--- config.mk ---
export PLATFORM = sky130hd
export DESIGN_NAME = fraction_reduce_gcd_unit
export DESIGN_NICKNAME = d
export VERILOG_FILES = /design/src/rtl/frg_pkg.sv /design/src/rtl/frg_divider.sv /design/src/rtl/fraction_reduce_gcd_unit.sv
export SDC_FILE = /design/constraint.sdc
export NUM_CORES = 1
export LEC_CHECK = 0
export BUFFER_PORTS_ARGS = -buffer_cell sky130_fd_sc_hd__buf_2
export CAP_MARGIN = 25
export CORE_MARGIN = 2
export CORE_UTILIZATION = 40
export CTS_CLUSTER_DIAMETER = 40
export DETAILED_ROUTE_END_ITERATION = 7
export GPL_TIMING_DRIVEN = 0
export SLEW_MARGIN = 10
export SYNTH_ARGS = -nofsm -noshare
export SYNTH_HDL_FRONTEND = slang
export SYNTH_SLANG_ARGS = --single-unit
--- constraint.sdc ---
create_clock -name clk -period 7.2 [get_ports clk]
set_clock_uncertainty 0.2 [all_clocks]
set_input_delay 1.44 -clock clk [delete_from_list [all_inputs] [get_ports clk]]
set_output_delay 1.44 -clock clk [all_outputs]
set_load 0.005 [all_outputs]
--- src/rtl/frg_pkg.sv ---
// ----------------------------------------------------------------------------
// frg_pkg
// Shared constants for the fraction reduce block: default operand width.
// ----------------------------------------------------------------------------
package frg_pkg;

  // Default width of every value field (numerator, denominator, divisor).
  localparam int VALUE_WIDTH_DEF = 31;

endpackage : frg_pkg

--- src/rtl/frg_divider.sv ---
// ----------------------------------------------------------------------------
// frg_divider
// Restoring radix-2 divider: one quotient bit a cycle, quotient and remainder.
// ----------------------------------------------------------------------------
module frg_divider #(
  parameter int VALUE_WIDTH = frg_pkg::VALUE_WIDTH_DEF
) (
  input  logic                   clk,
  input  logic                   rst,
  input  logic                   start,
  input  logic [VALUE_WIDTH-1:0] dividend,
  input  logic [VALUE_WIDTH-1:0] divisor,
  output logic                   busy,
  output logic                   done,
  output logic [VALUE_WIDTH-1:0] quotient,
  output logic [VALUE_WIDTH-1:0] remainder
);
  import frg_pkg::*;

  localparam int CW = (VALUE_WIDTH > 1) ? $clog2(VALUE_WIDTH) : 1;

  logic [VALUE_WIDTH-1:0] rem;
  logic [VALUE_WIDTH-1:0] quo;
  logic [VALUE_WIDTH-1:0] dvs;
  logic [CW-1:0]          cnt;

  logic [VALUE_WIDTH:0]   rem_sh;
  logic [VALUE_WIDTH:0]   diff;
  logic                   ge;

  // Shift in the next dividend bit, trial-subtract the divisor.
  always_comb begin
    rem_sh = {rem, quo[VALUE_WIDTH-1]};
    ge     = (rem_sh >= {1'b0, dvs});
    diff   = rem_sh - {1'b0, dvs};
  end

  always_ff @(posedge clk) begin
    if (rst) begin
      busy <= 1'b0;
      done <= 1'b0;
    end else begin
      done <= 1'b0;
      if (start) begin
        busy <= 1'b1;
      end else if (busy && (cnt == '0)) begin
        busy <= 1'b0;
        done <= 1'b1;
      end
    end
  end

  always_ff @(posedge clk) begin
    if (start) begin
      rem <= '0;
      quo <= dividend;
      dvs <= divisor;
      cnt <= CW'(VALUE_WIDTH - 1);
    end else if (busy) begin
      rem <= ge ? diff[VALUE_WIDTH-1:0] : rem_sh[VALUE_WIDTH-1:0];
      quo <= {quo[VALUE_WIDTH-2:0], ge};
      cnt <= cnt - 1'b1;
    end
  end

  assign quotient  = quo;
  assign remainder = rem;

endmodule : frg_divider

--- src/rtl/fraction_reduce_gcd_unit.sv ---
// ----------------------------------------------------------------------------
// fraction_reduce_gcd_unit
// Reduces numerator/denominator to lowest terms with a Euclid gcd search.
// ----------------------------------------------------------------------------
// One word in, one word out. The gcd is found by the modulo form of Euclid's
// algorithm: while both working values are nonzero, the larger is replaced
// by its remainder modulo the smaller (on a tie the denominator side is
// reduced). Then numerator and denominator are divided by the gcd. All of
// this runs on a single restoring divider that yields one quotient bit per
// cycle. The number k of Euclid steps is data dependent (at most about 45
// for 31-bit values, typically a handful). s_tready is high only while the
// sequencer is idle. A finished word sits in an output register, so a new
// item may enter while the previous result still waits on m_tready. If both
// inputs are zero the gcd is zero: zero_error is raised, the divisor field
// is zero and the inputs are passed through unchanged.
// ----------------------------------------------------------------------------
module fraction_reduce_gcd_unit #(
  parameter int VALUE_WIDTH = frg_pkg::VALUE_WIDTH_DEF,
  localparam int IN_W  = ((2 * VALUE_WIDTH + 7) / 8) * 8,
  localparam int OUT_W = ((3 * VALUE_WIDTH + 7) / 8) * 8
) (
  input  logic             clk,
  input  logic             rst,
  // slave side
  input  logic             s_tvalid,
  output logic             s_tready,
  input  logic [IN_W-1:0]  s_tdata,   // numerator, denominator, zero pad
  // master side
  output logic             m_tvalid,
  input  logic             m_tready,
  output logic [OUT_W-1:0] m_tdata,   // reduced_numerator, reduced_denominator,
                                      // common_divisor, zero pad
  output logic             m_tuser    // zero_error
);
  import frg_pkg::*;

  localparam int W = VALUE_WIDTH;

  typedef enum logic [5:0] {
    ST_IDLE  = 6'b000001,
    ST_CHECK = 6'b000010,
    ST_MOD   = 6'b000100,
    ST_DIVN  = 6'b001000,
    ST_DIVD  = 6'b010000,
    ST_DONE  = 6'b100000
  } state_t;

  state_t state;
  state_t state_next;

  // Working registers.
  logic [W-1:0] n, d;        // original inputs
  logic [W-1:0] x, y;        // Euclid working pair
  logic [W-1:0] g;           // gcd
  logic [W-1:0] qn, qd;      // reduced values
  logic         err;
  logic         sel_x;       // the pending remainder replaces x

  // Output register.
  logic [W-1:0] out_n, out_d, out_g;
  logic         out_err;

  // Shared divider hookup.
  logic         div_start;
  logic [W-1:0] div_a, div_b;
  logic         div_busy, div_done;
  logic [W-1:0] div_q, div_r;

  logic         pair_done;
  logic         x_gt_y;
  logic         out_free;

  assign pair_done = (x == '0) || (y == '0);
  assign x_gt_y    = (x > y);
  assign out_free  = !m_tvalid || m_tready;

  frg_divider #(
    .VALUE_WIDTH (VALUE_WIDTH)
  ) u_div (
    .clk       (clk),
    .rst       (rst),
    .start     (div_start),
    .dividend  (div_a),
    .divisor   (div_b),
    .busy      (div_busy),
    .done      (div_done),
    .quotient  (div_q),
    .remainder (div_r)
  );

  // Sequencer: choose the next state and what the divider works on.
  always_comb begin
    state_next = state;
    div_start  = 1'b0;
    div_a      = n;
    div_b      = g;
    case (state)
      ST_IDLE: begin
        if (s_tvalid) begin
          state_next = ST_CHECK;
        end
      end
      ST_CHECK: begin
        if (pair_done) begin
          // gcd is x|y here; zero gcd skips the divisions
          if ((x | y) == '0) begin
            state_next = ST_DONE;
          end else begin
            div_start  = 1'b1;
            div_a      = n;
            div_b      = x | y;
            state_next = ST_DIVN;
          end
        end else begin
          div_start  = 1'b1;
          div_a      = x_gt_y ? x : y;
          div_b      = x_gt_y ? y : x;
          state_next = ST_MOD;
        end
      end
      ST_MOD: begin
        if (div_done) begin
          state_next = ST_CHECK;
        end
      end
      ST_DIVN: begin
        if (div_done) begin
          div_start  = 1'b1;
          div_a      = d;
          div_b      = g;
          state_next = ST_DIVD;
        end
      end
      ST_DIVD: begin
        if (div_done) begin
          state_next = ST_DONE;
        end
      end
      ST_DONE: begin
        if (out_free) begin
          state_next = ST_IDLE;
        end
      end
      default: begin
        state_next = ST_IDLE;
      end
    endcase
  end

  always_ff @(posedge clk) begin
    if (rst) begin
      state <= ST_IDLE;
    end else begin
      state <= state_next;
    end
  end

  // Datapath registers.
  always_ff @(posedge clk) begin
    case (state)
      ST_IDLE: begin
        if (s_tvalid) begin
          n <= s_tdata[W-1:0];
          d <= s_tdata[2*W-1:W];
          x <= s_tdata[W-1:0];
          y <= s_tdata[2*W-1:W];
        end
      end
      ST_CHECK: begin
        sel_x <= x_gt_y;
        if (pair_done) begin
          g   <= x | y;
          err <= ((x | y) == '0);
          // pass inputs through on error; overwritten by the divisions otherwise
          qn  <= n;
          qd  <= d;
        end
      end
      ST_MOD: begin
        if (div_done) begin
          if (sel_x) begin
            x <= div_r;
          end else begin
            y <= div_r;
          end
        end
      end
      ST_DIVN: begin
        if (div_done) begin
          qn <= div_q;
        end
      end
      ST_DIVD: begin
        if (div_done) begin
          qd <= div_q;
        end
      end
      default: begin
      end
    endcase
  end

  // Output word register: load on leaving DONE, hold until taken.
  always_ff @(posedge clk) begin
    if (rst) begin
      m_tvalid <= 1'b0;
    end else if ((state == ST_DONE) && out_free) begin
      m_tvalid <= 1'b1;
    end else if (m_tready) begin
      m_tvalid <= 1'b0;
    end
  end

  always_ff @(posedge clk) begin
    if ((state == ST_DONE) && out_free) begin
      out_n   <= qn;
      out_d   <= qd;
      out_g   <= g;
      out_err <= err;
    end
  end

  assign s_tready = (state == ST_IDLE);
  assign m_tdata  = OUT_W'({out_g, out_d, out_n});
  assign m_tuser  = out_err;

`ifndef SYNTHESIS
  // The divider is never left running while a new item may enter.
  a_idle_div_quiet: assert property (@(posedge clk) disable iff (rst)
    s_tready |-> !div_busy)
    else $error("divider busy while accepting input");

  // A modulo step always returns to the zero check.
  a_mod_back: assert property (@(posedge clk) disable iff (rst)
    (state == ST_MOD) && div_done |=> (state == ST_CHECK))
    else $error("modulo step did not return to check");

  // An error word carries a zero divisor, a normal word a nonzero one.
  a_err_div: assert property (@(posedge clk) disable iff (rst)
    m_tvalid |-> (out_err == (out_g == '0)))
    else $error("zero_error and divisor disagree");

  // A divider is only started when idle or just finishing.
  a_start_ok: assert property (@(posedge clk) disable iff (rst)
    div_start |-> (!div_busy || div_done))
    else $error("divider restarted while busy");

  // The output word is loaded only when the register is free.
  a_out_load: assert property (@(posedge clk) disable iff (rst)
    (state == ST_DONE) && !out_free |=> (state == ST_DONE))
    else $error("result left DONE while output held");
`endif

endmodule : fraction_reduce_gcd_unit
# Word level (Yosys, flattened, before mapping)
# Cells that the tools add are included.
op_classes:
  addsub: 2
  n_lt_le_gt_ge: 2
  n_eq_ne: 14
  n_mux: 41
  n_bitwise: 1
  n_reduce_logical: 23
op_table:
  columns: ["cell", "count"]
  rows:
  - ["two-way mux 31 bit", 19]
  - ["one-hot mux 31 bit (2 select lines)", 5]
  - ["zero test 31 bit", 3]
  - ["two-way mux 6 bit", 7]
  - ["one-hot mux 6 bit (6 select lines)", 1]
  - ["greater-or-equal comparator 32 x 31 -> 1 bit", 1]
  - ["> comparator 31 bit", 1]
  - ["OR 31 bit", 1]
  - ["subtractor 31 bit", 1]
  - ["nonzero test 2 bit", 6]
  - ["!= test 2 bit, second input constant", 5]
  - ["two-way mux 1 bit", 8]
  - ["AND reduction 4 bit", 2]
  - ["== test 6 x 1 -> 1 bit, second input constant", 1]
  - ["== test 6 x 2 -> 1 bit, second input constant", 1]
  - ["== test 6 x 3 -> 1 bit, second input constant", 1]
  - ["== test 6 x 4 -> 1 bit, second input constant", 1]
  - ["== test 6 x 5 -> 1 bit, second input constant", 1]
  - ["== test 6 bit, second input constant", 1]
  - ["!= test 2 x 1 -> 1 bit, second input constant", 3]
  - ["AND reduction 3 bit", 2]
  - ["zero test 5 bit", 1]
  - ["AND reduction 5 bit", 1]
  - ["subtractor 5 x 1 -> 5 bit, second input constant", 1]
  - ["6 further kinds", 9]
totals:
  register_bits: 420
  input_bits: 68
  output_inout_bits: 99
  wordCells: 104

# Longest topological paths before layout
# Gate-level depths: netlist of the first run.
depth:
  ltp_word: 6
  mapped_depth: 14

# Hierarchy
# From an unflattened synthesis of the first run, not the netlist that was laid out.
unflattened:
  cells_unflattened: 1662
  hier_area_um2: 20412.1
modules_own_cells:
  columns: ["module", "n_inst", "cells_each", "area_per_inst_um2", "seq_area_each_um2"]
  rows:
  - ["fraction_reduce_gcd_unit", 1, 1105, 14702.9, 9539.1]
  - ["frg_divider", 1, 557, 5709.2, 2622.5]

# Worst setup path after synthesis of the first run
# No wires, ideal clock.
synth_path:
  path_type: "input to register"
  start: "input m_tready"
  end: "register out_err, in the netlist m_tuser, enable pin"
  setup_time_ps: 558
  arrival_time_ps: 5734
  t_required_ps: 6442
  slack_ps: 708
  path_stages: 2
  cell_sequence: "nand2b_1 -> nor2b_1"
synth_via:
  elab_chain_len: 2
synth_rtl:
  columns: ["item", "line", "rtl"]
  rows:
  - ["start: declaration", "fraction_reduce_gcd_unit.sv:30", "input logic m_tready,"]
  - ["logical OR 1 bit", "fraction_reduce_gcd_unit.sv:75", "assign out_free = !m_tvalid || m_tready;"]
  - ["logical AND 1 bit", "fraction_reduce_gcd_unit.sv:215", "if ((state == ST_DONE) && out_free) begin"]
  - ["end signal: assignment", "fraction_reduce_gcd_unit.sv:219", "out_err <= err;"]
  - ["end: declaration", "fraction_reduce_gcd_unit.sv:61", "logic out_err;"]
# No other way between the ends.
# A chain may end at the register's enable or synchronous reset.

# Worst setup path in the final report of the first run
layout_path:
  start: "register x[8]"
  end: "register u_div.quo[19], in the netlist u_div.quotient[19], enable pin"
layout_via:
  elab_chain_len: 6
  word_cells_on_any_way: 8
layout_rtl:
  columns: ["item", "line", "rtl"]
  rows:
  - ["start: declaration", "fraction_reduce_gcd_unit.sv:53", "logic [W-1:0] x, y;"]
  - ["start signal: assignment", "fraction_reduce_gcd_unit.sv:165", "x <= s_tdata[W-1:0];"]
  - ["start signal: assignment", "fraction_reduce_gcd_unit.sv:182", "x <= div_r;"]
  - ["OR 31 bit", "fraction_reduce_gcd_unit.sv:106", "if ((x | y) == '0) begin"]
  - ["zero test 31 bit", "fraction_reduce_gcd_unit.sv:106", null]
  - ["two-way mux 1 bit", "fraction_reduce_gcd_unit.sv:106", null]
  - ["two-way mux 1 bit (*)", "fraction_reduce_gcd_unit.sv:104", "if (pair_done) begin"]
  - ["one-hot mux 1 bit (2 select lines) (*)", "fraction_reduce_gcd_unit.sv:97", "case (state)"]
  - ["nonzero test 2 bit (no line) (*)", null, null]
  - ["end signal: assignment", "frg_divider.sv:56", "quo <= dividend;"]
  - ["end signal: assignment", "frg_divider.sv:61", "quo <= {quo[VALUE_WIDTH-2:0], ge};"]
  - ["end: declaration", "frg_divider.sv:23", "logic [VALUE_WIDTH-1:0] quo;"]
# Mark *: on every way between the ends. The rest lies on a longest branch, timed or not.

==> flow_summary.toml, run 1 <==
[worst_setup_path]
critPathRequiredTime_ns = 7.14
crit_top_cell = "buf_2"
path_class = "flip-flop to flip-flop"
cpPeakStageDelay_ns = 0.57
crit_path_end_kind = "flip-flop"
crit_chain = "inv_1, ha_1, nand4_1, nor4_1, nand2_1, o21ai_1, and2_1, buf_2, buf_2, nand2b_2"
cpMaxStageDelayCell = "o21ai_1"
crit_fanout = 31
start_kind = "flip-flop"
worstPathArrival_ns = 4.26

[sta]
hold_viol_final = 0
timing.hold.ws_ns = 0.2117
setup_viol = 0
post-route-min-period_ns = 4.321
worst_pin_slew_ns = 0.9734
fmax_mhz = 231.4
rsz0062_at_grt = "no"
slew_headroom = 0.3451
tns_ns = 0
fin_crit_sh = 0.6001
slew_violations = 0

[cells_and_area]
regArea_sq_um = 12160
syn_to_final_growth_pct = 17.99
diodes = 0
fillers = 4573
drive_gt1_frac = 0.1812
multi_input_area_sq_um = 6950
num-nets-final = 2106
instances_no_fill = 2653
utilization = 0.4744

[clock_network]
clock_path_buffers = 3
path_clk_slew_ns = 0.06
cts_sinks = 420
cts_tree = "built"
postCtsSetupBuffers = 0
htree_levels = 2
ctsResizeCount = 0
numCtsBuffers = 51
worstSkewPairLatency_ns = 0.59
hold_buffers = 0
clock-root-buffer = "clkbuf_16"

[route]
ant_nets = 0
drc_errors = 0
first_iter_violations = 1257
vias_per_cell = 5.306
wl_per_cell_microns = 21.03
routed_wirelength_microns = 55790
first_pass_iters = 5
vias = 14080

[placed_design]
dpl.hpwl_microns = 43360
port_buffers = 160
gp_congestion = 0.8959
dp_cells = 2562

[logic_synthesis]
synthCells = 1716
synth.distinct_cells = 72
syn_area_per_cell_sq_um = 11.68
synth_seq_cells = 420
postSynth.asyncResetShare = 0
ys.flop_type = "edfxtp_1"
synth_warnings = 0
netlist_area_sq_um = 20050
yosysSeqAreaShare = 0.6066
synth_edf_count = 375

[global_route]
grt_pass1_vias = 14000
antenna_found_initial = 1
grt_pass1_wl_microns = 84050
grt_max_degree = 43
grt.overflow.total = 0
grt_use_total = 0.2101

[run]
maxCapViolations = 0

[floorplan]
die_w_microns = 227.9
coreArea_sq_um = 49860
fp.dieH_microns = 227.9
die_area_sq_um = 51930
ioPinCount = 167
rows = 82
start_util = 0.4021

[power]
vdd_drop_max_v = 0.0001683
finalPower_mw = 7.983
cellLeakagePower_nw = 9.528
power.density_nw_per_um2 = 337.5

[hold_path]
hold_class = "flip-flop to flip-flop"

[status]
outcome = "completed"
==> Yosys cell counts (all sizes together), types with 5 or more instances <==
cell / n / area [sq um]
nand3b: 5 / 37.54
mux2: 32 / 360.4
a31oi: 13 / 87.58
or4: 5 / 37.54
a21oi: 94 / 538.0
nand2: 316 / 1186
mux2i: 40 / 400.4
inv: 150 / 563.0
edfxtp: 375 / 11260
o221ai: 32 / 311.5
dfxtp: 45 / 900.9
o21a: 34 / 255.2
a211oi: 22 / 165.2
clkbuf: 52 / 196.4
nor3b: 5 / 42.54
a21o: 10 / 75.07
nor2: 99 / 371.6
nand2b: 11 / 68.82
nor3: 11 / 55.05
a221oi: 31 / 271.5
buf: 26 / 245.2
xnor2: 19 / 166.4
nand4: 16 / 100.1
o21ai: 69 / 364.1
ha: 94 / 1176
nand3: 9 / 45.04
o211ai: 5 / 37.54
nor2b: 12 / 75.07
xor2: 11 / 96.34
nor4: 24 / 156.4
o21bai: 10 / 75.07
==> report_power, final <==
| group | total [mW] | switching (mW) | internal (mW) |
|---|---|---|---|
| sequential | 3.30 | 0.287 | 3.01 |
| combinational | 2.12 | 1.28 | 0.846 |
| clock | 2.56 | 1.09 | 1.47 |
| total | 7.98 | 2.65 | 5.33 |
==> layout make-up <==
type / instances / area share
Clock inverter: 33 / 0.01566
Sequential cell: 420 / 0.5142
Timing Repair Buffer: 172 / 0.04189
Inverter: 150 / 0.02380
Buffer: 78 / 0.01873
Clock buffer: 58 / 0.05639
Multi-Input combinational cell: 1070 / 0.2938
Tap cell: 672 / 0.03555
==> path summary, 6_finish.rpt <==
kind,startpoint,to,slack (ns),cells past startpoint
setup / recovery,x[8]$_DFFE_PP_,u_div.quotient[19]$_DFFE_PP_,2.88,10
hold / removal,qd[17]$_DFFE_PP_,out_d[17]$_DFFE_PP_,0.21,0
setup reg to reg,x[8]$_DFFE_PP_,u_div.quotient[19]$_DFFE_PP_,2.88,10
hold reg to reg,qd[17]$_DFFE_PP_,out_d[17]$_DFFE_PP_,0.21,0
==> worst max-delay path, delay by kind of cell, from the launching register on <==
| kind | cells | cell delay, ns |
|---|---|---|
| AOI/OAI and AO/OA | 1 | 0.57 |
| and+or+nand+nor | 5 | 1.76 |
| adders and majority gates | 1 | 0.25 |
| DFF | 1 | 0.48 |
| buffers and inverters | 3 | 0.60 |
==> routing by layer <==
metal  GRT usage  vias to the layer above  share of wire
met5           0                        -        0.00023
met4     0.07169                        2          0.031
met3     0.03088                       99          0.059
met2      0.3468                      479           0.47
met1      0.2842                     6856           0.44
li1            -                     6641              -
==> cells by family after synthesis <==
kind of cell,after synthesis,synth area share
AOI/OAI and AO/OA,341,0.1176
xor gates and xnor gates,30,0.01311
adders and majority gates,95,0.05966
buffers and inverters,228,0.05011
DFF,420,0.6066
muxes,72,0.03795
other,1,0.0001871
and+or+nand+nor,529,0.1148
==> layout by cell type (no fill, tap or decap), types with 11 or more instances in the layout <==
cell type | synthesis | layout
buf_2 | 7 | 168
a211oi_1 | 22 | 20
clkbuf_1 | 51 | 56
o21ai_0 | 35 | 35
o21a_1 | 34 | 34
nand2_1 | 316 | 315
mux2i_1 | 40 | 40
nor4_1 | 23 | 23
o21ai_1 | 31 | 31
nor3_1 | 11 | 11
inv_1 | 149 | 147
a21oi_2 | 18 | 18
xnor2_1 | 19 | 19
o221ai_1 | 27 | 27
a31oi_1 | 12 | 12
mux2_2 | 32 | 32
ha_1 | 94 | 94
nor2b_1 | 12 | 11
a221oi_1 | 31 | 31
edfxtp_1 | 375 | 375
nand4_1 | 16 | 16
nor2_1 | 99 | 99
clkbuf_16 | 0 | 52
a21oi_1 | 76 | 76
xor2_1 | 11 | 11
dfxtp_1 | 45 | 45
==> through the flow <==
step           instance area [sq um]  setup WS, ns
4_1_cts                        23650         2.855
3_5_place_dp                   21950         2.839
3_3_place_gp                   21700        -1.429
2_1_floorplan                  20060        0.7080
5_1_grt                        23650         2.730
6_report                       23650         2.879
==> sequential cells by signal, summed over array words and instances (netlist names) <==
register	flops
u_div.dvs	31
n	31
m_tuser	1
state	6
out_d	31
u_div.cnt	5
u_div.remainder	31
out_n	31
qn	31
out_g	31
u_div.quotient	31
qd	31
d	31
u_div.done	1
g	31
u_div.busy	1
x	31
err	1
y	31
sel_x	1
m_tvalid	1
(Power assumes the default switching activity.)
==> run 2, diff against run 1 <==
clock period = 3.6 ns   (was 7.2 ns; I/O delays follow)
==> flow_summary.toml, run 2 (synthesized netlist as in run 1, its figures left out) <==
[placed_design]
post-place-ws_ns = -0.7840
dpl.hpwl_microns = 43740
gp_congestion = 0.9050
placed_area_sq_um = 21980
port_buffers = 160

[sta]
timing.hold.ws_ns = 0.08837
setup_viol = 0
fin_crit_sh = 0.9683
worst_slack_ns = 0.1143
post-route-min-period_ns = 3.486
worst_pin_slew_ns = 0.9168
slew_headroom = 0.3888
hold_viol_final = 0
slew_violations = 0
fmax_mhz = 286.9

[clock_network]
htree_levels = 2
numCtsBuffers = 54
cts_tree = "built"
hold_buffers = 0
worstSkewPairLatency_ns = 0.62
cts_sinks = 420
path_clk_slew_ns = 0.06
clock_path_buffers = 3
clock-root-buffer = "clkbuf_16"

[floorplan]
ioPinCount = 167
fp.dieH_microns = 227.9
rows = 82
start_util = 0.4021
coreArea_sq_um = 49860
die_w_microns = 227.9
die_area_sq_um = 51930

[global_route]
grt_use_total = 0.2172
grt_pass1_wl_microns = 86110
grt_pass1_vias = 14150
grt_max_degree = 39
grt.overflow.total = 0
antenna_found_initial = 0

[cells_and_area]
diodes = 0
num-nets-final = 2119
design_area_sq_um = 24120
final_common_cell = "edfxtp_1"
syn_to_final_growth_pct = 20.33
mostFrequentLayoutCells = "edfxtp_1, nand2_1, buf_2"
drive_gt1_frac = 0.2038
fillers = 4546
utilization = 0.4838

[worst_setup_path]
path_class = "flip-flop to flip-flop"
cpPeakStageDelay_ns = 0.53
cp_top_family = "simple AND/OR/NAND/NOR gates"
crit_top_cell = "nand2_1"
start_kind = "flip-flop"
worstPathArrival_ns = 3.68
crit_path_end_kind = "flip-flop"
crit_fanout = 33
critPathBufInv = 2
cpMaxStageDelayCell = "edfxtp_1"
critPathRequiredTime_ns = 3.80
crit_chain = "nor4_1, nand4_1, o22ai_1, nand2_1, inv_6, nand2_1, clkbuf_1, o221ai_1"

[route]
drc_errors = 0
routed_wirelength_microns = 57130
vias_per_cell = 5.294
vias = 14160
ant_nets = 0
wl_per_cell_microns = 21.36
first_pass_iters = 5
first_iter_violations = 1240

[power]
finalPower_mw = 16.64
power.density_nw_per_um2 = 689.6
vdd_drop_max_v = 0.0004037
cellLeakagePower_nw = 9.703

[hold_path]
hold_class = "primary input to flip-flop"

[status]
outcome = "completed"

[run]
maxCapViolations = 0
-- run 2: repair_timing --
action                     4_1_cts  5_1_grt
buffers inserted                 1        8
pin swaps                        0        1
resized for setup               16       25
gates cloned                     1        0
setup endpoints to repair      162       64
-- run 2: where the power goes --
group / internal, mW / total, mW / switching [mW]
registers: 6.02 / 6.60 / 0.581
clock network: 3.33 / 5.57 / 2.24
logic: 1.80 / 4.46 / 2.66
total: 11.2 / 16.6 / 5.48
-- run 2: area by class of cell --
type                            count  area, sq um  area share
Multi-Input combinational cell   1071         7132      0.2956
Clock inverter                     41        451.7     0.01872
Inverter                          150        568.0     0.02355
Timing Repair Buffer              181         1099     0.04554
Sequential cell                   420        12160      0.5042
Tap cell                          672        840.8     0.03485
Buffer                             78        451.7     0.01872
Clock buffer                       61         1419     0.05882
-- run 2: routing by layer --
| metal | routed length, microns | track usage | part of all wire |
|---|---|---|---|
| met4 | 1749 | 0.07884 | 0.031 |
| met1 | 25430 | 0.2948 | 0.45 |
| met2 | 27250 | 0.3573 | 0.48 |
| met3 | 2702 | 0.02913 | 0.047 |
| met5 | 0 | 0 | 0 |
-- run 2: stage by stage --
| stage | setup TNS [ns] | instances |
|---|---|---|
| after global placement | -253.59 | 2550 |
| after detailed placement | -49.74 | 2562 |
| final | 0 | 2674 |
| after global routing | -0.0005564 | 2674 |
| after CTS | 0 | 2666 |
| after floorplan | 0 | 1718 |
-- run 2: worst paths after layout --
kind | start | endpoint | slack (ns) | depth (start not counted)
worst min-delay path | s_tdata[25] | n[25]$_DFFE_PP_ | 0.09 | 1
worst max register to register | y[0]$_DFFE_PP_ | u_div.dvs[19]$_DFFE_PP_ | 0.11 | 8
worst min register to register | qd[25]$_DFFE_PP_ | out_d[25]$_DFFE_PP_ | 0.21 | 0
worst max-delay path | y[0]$_DFFE_PP_ | u_div.dvs[19]$_DFFE_PP_ | 0.11 | 8
==> run 3, diff against run 2 <==
CORE_MARGIN = default   (was 2)
PLACE_DENSITY = 0.67   (was default)
==> flow_summary.toml, run 3 (synthesized netlist as in run 1, its figures left out) <==
[status]
outcome = "finished with violations"
failed_checks = "setup timing"

[sta]
fin_crit_sh = 1.008
fmax_mhz = 275.4
slew_headroom = 0.4244
timing.hold.ws_ns = 0.1305
worst_pin_slew_ns = 0.8603
slew_violations = 0
worst_slack_ns = -0.03054
tns_ns = -0.03577
hold_viol_final = 0
setup_viol = 2
post-route-min-period_ns = 3.631

[floorplan]
ioPinCount = 167
die_w_microns = 225.9
fp.dieH_microns = 225.9
rows = 81
start_util = 0.4079
coreArea_sq_um = 49150
die_area_sq_um = 51020

[route]
first_pass_iters = 6
vias = 14300
ant_nets = 0
wl_per_cell_microns = 21.20
routed_wirelength_microns = 56460
drc_errors = 0
vias_per_cell = 5.370
first_iter_violations = 1315

[clock_network]
htree_levels = 2
cts_tree = "built"
path_clk_slew_ns = 0.07
clock_path_buffers = 3
worstSkewPairLatency_ns = 0.59
hold_buffers = 0
clock-root-buffer = "clkbuf_16"
numCtsBuffers = 52
cts_sinks = 420

[worst_setup_path]
crit_path_end_kind = "flip-flop"
critPathRequiredTime_ns = 3.84
start_kind = "flip-flop"
path_class = "flip-flop to flip-flop"
worstPathArrival_ns = 3.87
crit_fanout = 16

[cells_and_area]
mostFrequentLayoutCells = "edfxtp_1, nand2_1, buf_2"
syn_to_final_growth_pct = 19.95
drive_gt1_frac = 0.2016
fillers = 4317
num-nets-final = 2119
regArea_sq_um = 12160
diodes = 0
instances_no_fill = 2663
multi_input_area_sq_um = 7138
final_common_cell = "edfxtp_1"

[global_route]
grt_max_degree = 43
grt.overflow.total = 0
grt_pass1_vias = 13940
grt_pass1_wl_microns = 83920
grt_use_total = 0.2193
antenna_found_initial = 0

[placed_design]
dp_cells = 2554
port_buffers = 160
gp_congestion = 0.9044
dpl.hpwl_microns = 42860

[power]
vdd_drop_max_v = 0.0003612
finalPower_mw = 16.53
power.density_nw_per_um2 = 687.5
cellLeakagePower_nw = 9.641

[hold_path]
hold_class = "primary input to flip-flop"

[run]
maxCapViolations = 0
-- run 3: report_power, final --
group,switching (mW),leakage [nW],internal (mW)
Combinational,2.65,4.96,1.80
Clock,2.18,0.872,3.29
Sequential,0.583,3.81,6.02
Total,5.42,9.64,11.1
-- run 3: metrics by stage --
step	util	cell area [sq um]	setup slack (ns)
floorplan	-	20080	0.03240
global placement	0.4417	21710	-1.463
detailed placement	0.4462	21930	-0.7768
CTS	0.4849	23840	0.01099
global route	0.4892	24050	-0.01934
finish	0.4892	24050	-0.03054
-- run 3: repair_timing --
item / in CTS / in global routing
gates resized for setup: 14 / 27
setup endpoints to repair: 162 / 110
setup buffers: 2 / 9
gates cloned: 1 / 0
pin swaps: 0 / 1
-- run 3: per-layer routing --
layer | track usage | vias to the layer above | wire [microns]
met2 | 0.3625 | 585 | 26730
met4 | 0.07439 | 0 | 1708
met5 | 0 | - | 0
li1 | - | 6685 | -
met1 | 0.2943 | 6926 | 24310
met3 | 0.03201 | 104 | 3715
-- run 3: critical path, cell delays in order, from the launching register on --
cell and delay, ns:
edfxtp_1 0.53, nor4_1 0.43, nand4_1 0.28, o22ai_1 0.37, inv_1 0.15, o21ai_4 0.28
and2_1 0.17, buf_2 0.17, inv_2 0.15, buf_2 0.31, nor3_2 0.42
-- run 3: area by class of cell --
| type | count | area share |
|---|---|---|
| Tap cell | 664 | 0.03455 |
| Timing Repair Buffer | 183 | 0.04454 |
| Multi-Input combinational cell | 1071 | 0.2968 |
| Clock inverter | 41 | 0.02112 |
| Inverter | 150 | 0.02362 |
| Buffer | 78 | 0.01889 |
| Clock buffer | 56 | 0.05473 |
| Sequential cell | 420 | 0.5057 |
-- run 3: path summary, 6_finish.rpt --
check	end	cells past startpoint	start	slack, ns
setup / recovery	u_div.done$_SDFF_PP0_	10	y[0]$_DFFE_PP_	-0.03
hold / removal	n[25]$_DFFE_PP_	1	s_tdata[25]	0.13
setup reg to reg	u_div.done$_SDFF_PP0_	10	y[0]$_DFFE_PP_	-0.03
hold reg to reg	out_d[28]$_DFFE_PP_	0	qd[28]$_DFFE_PP_	0.21
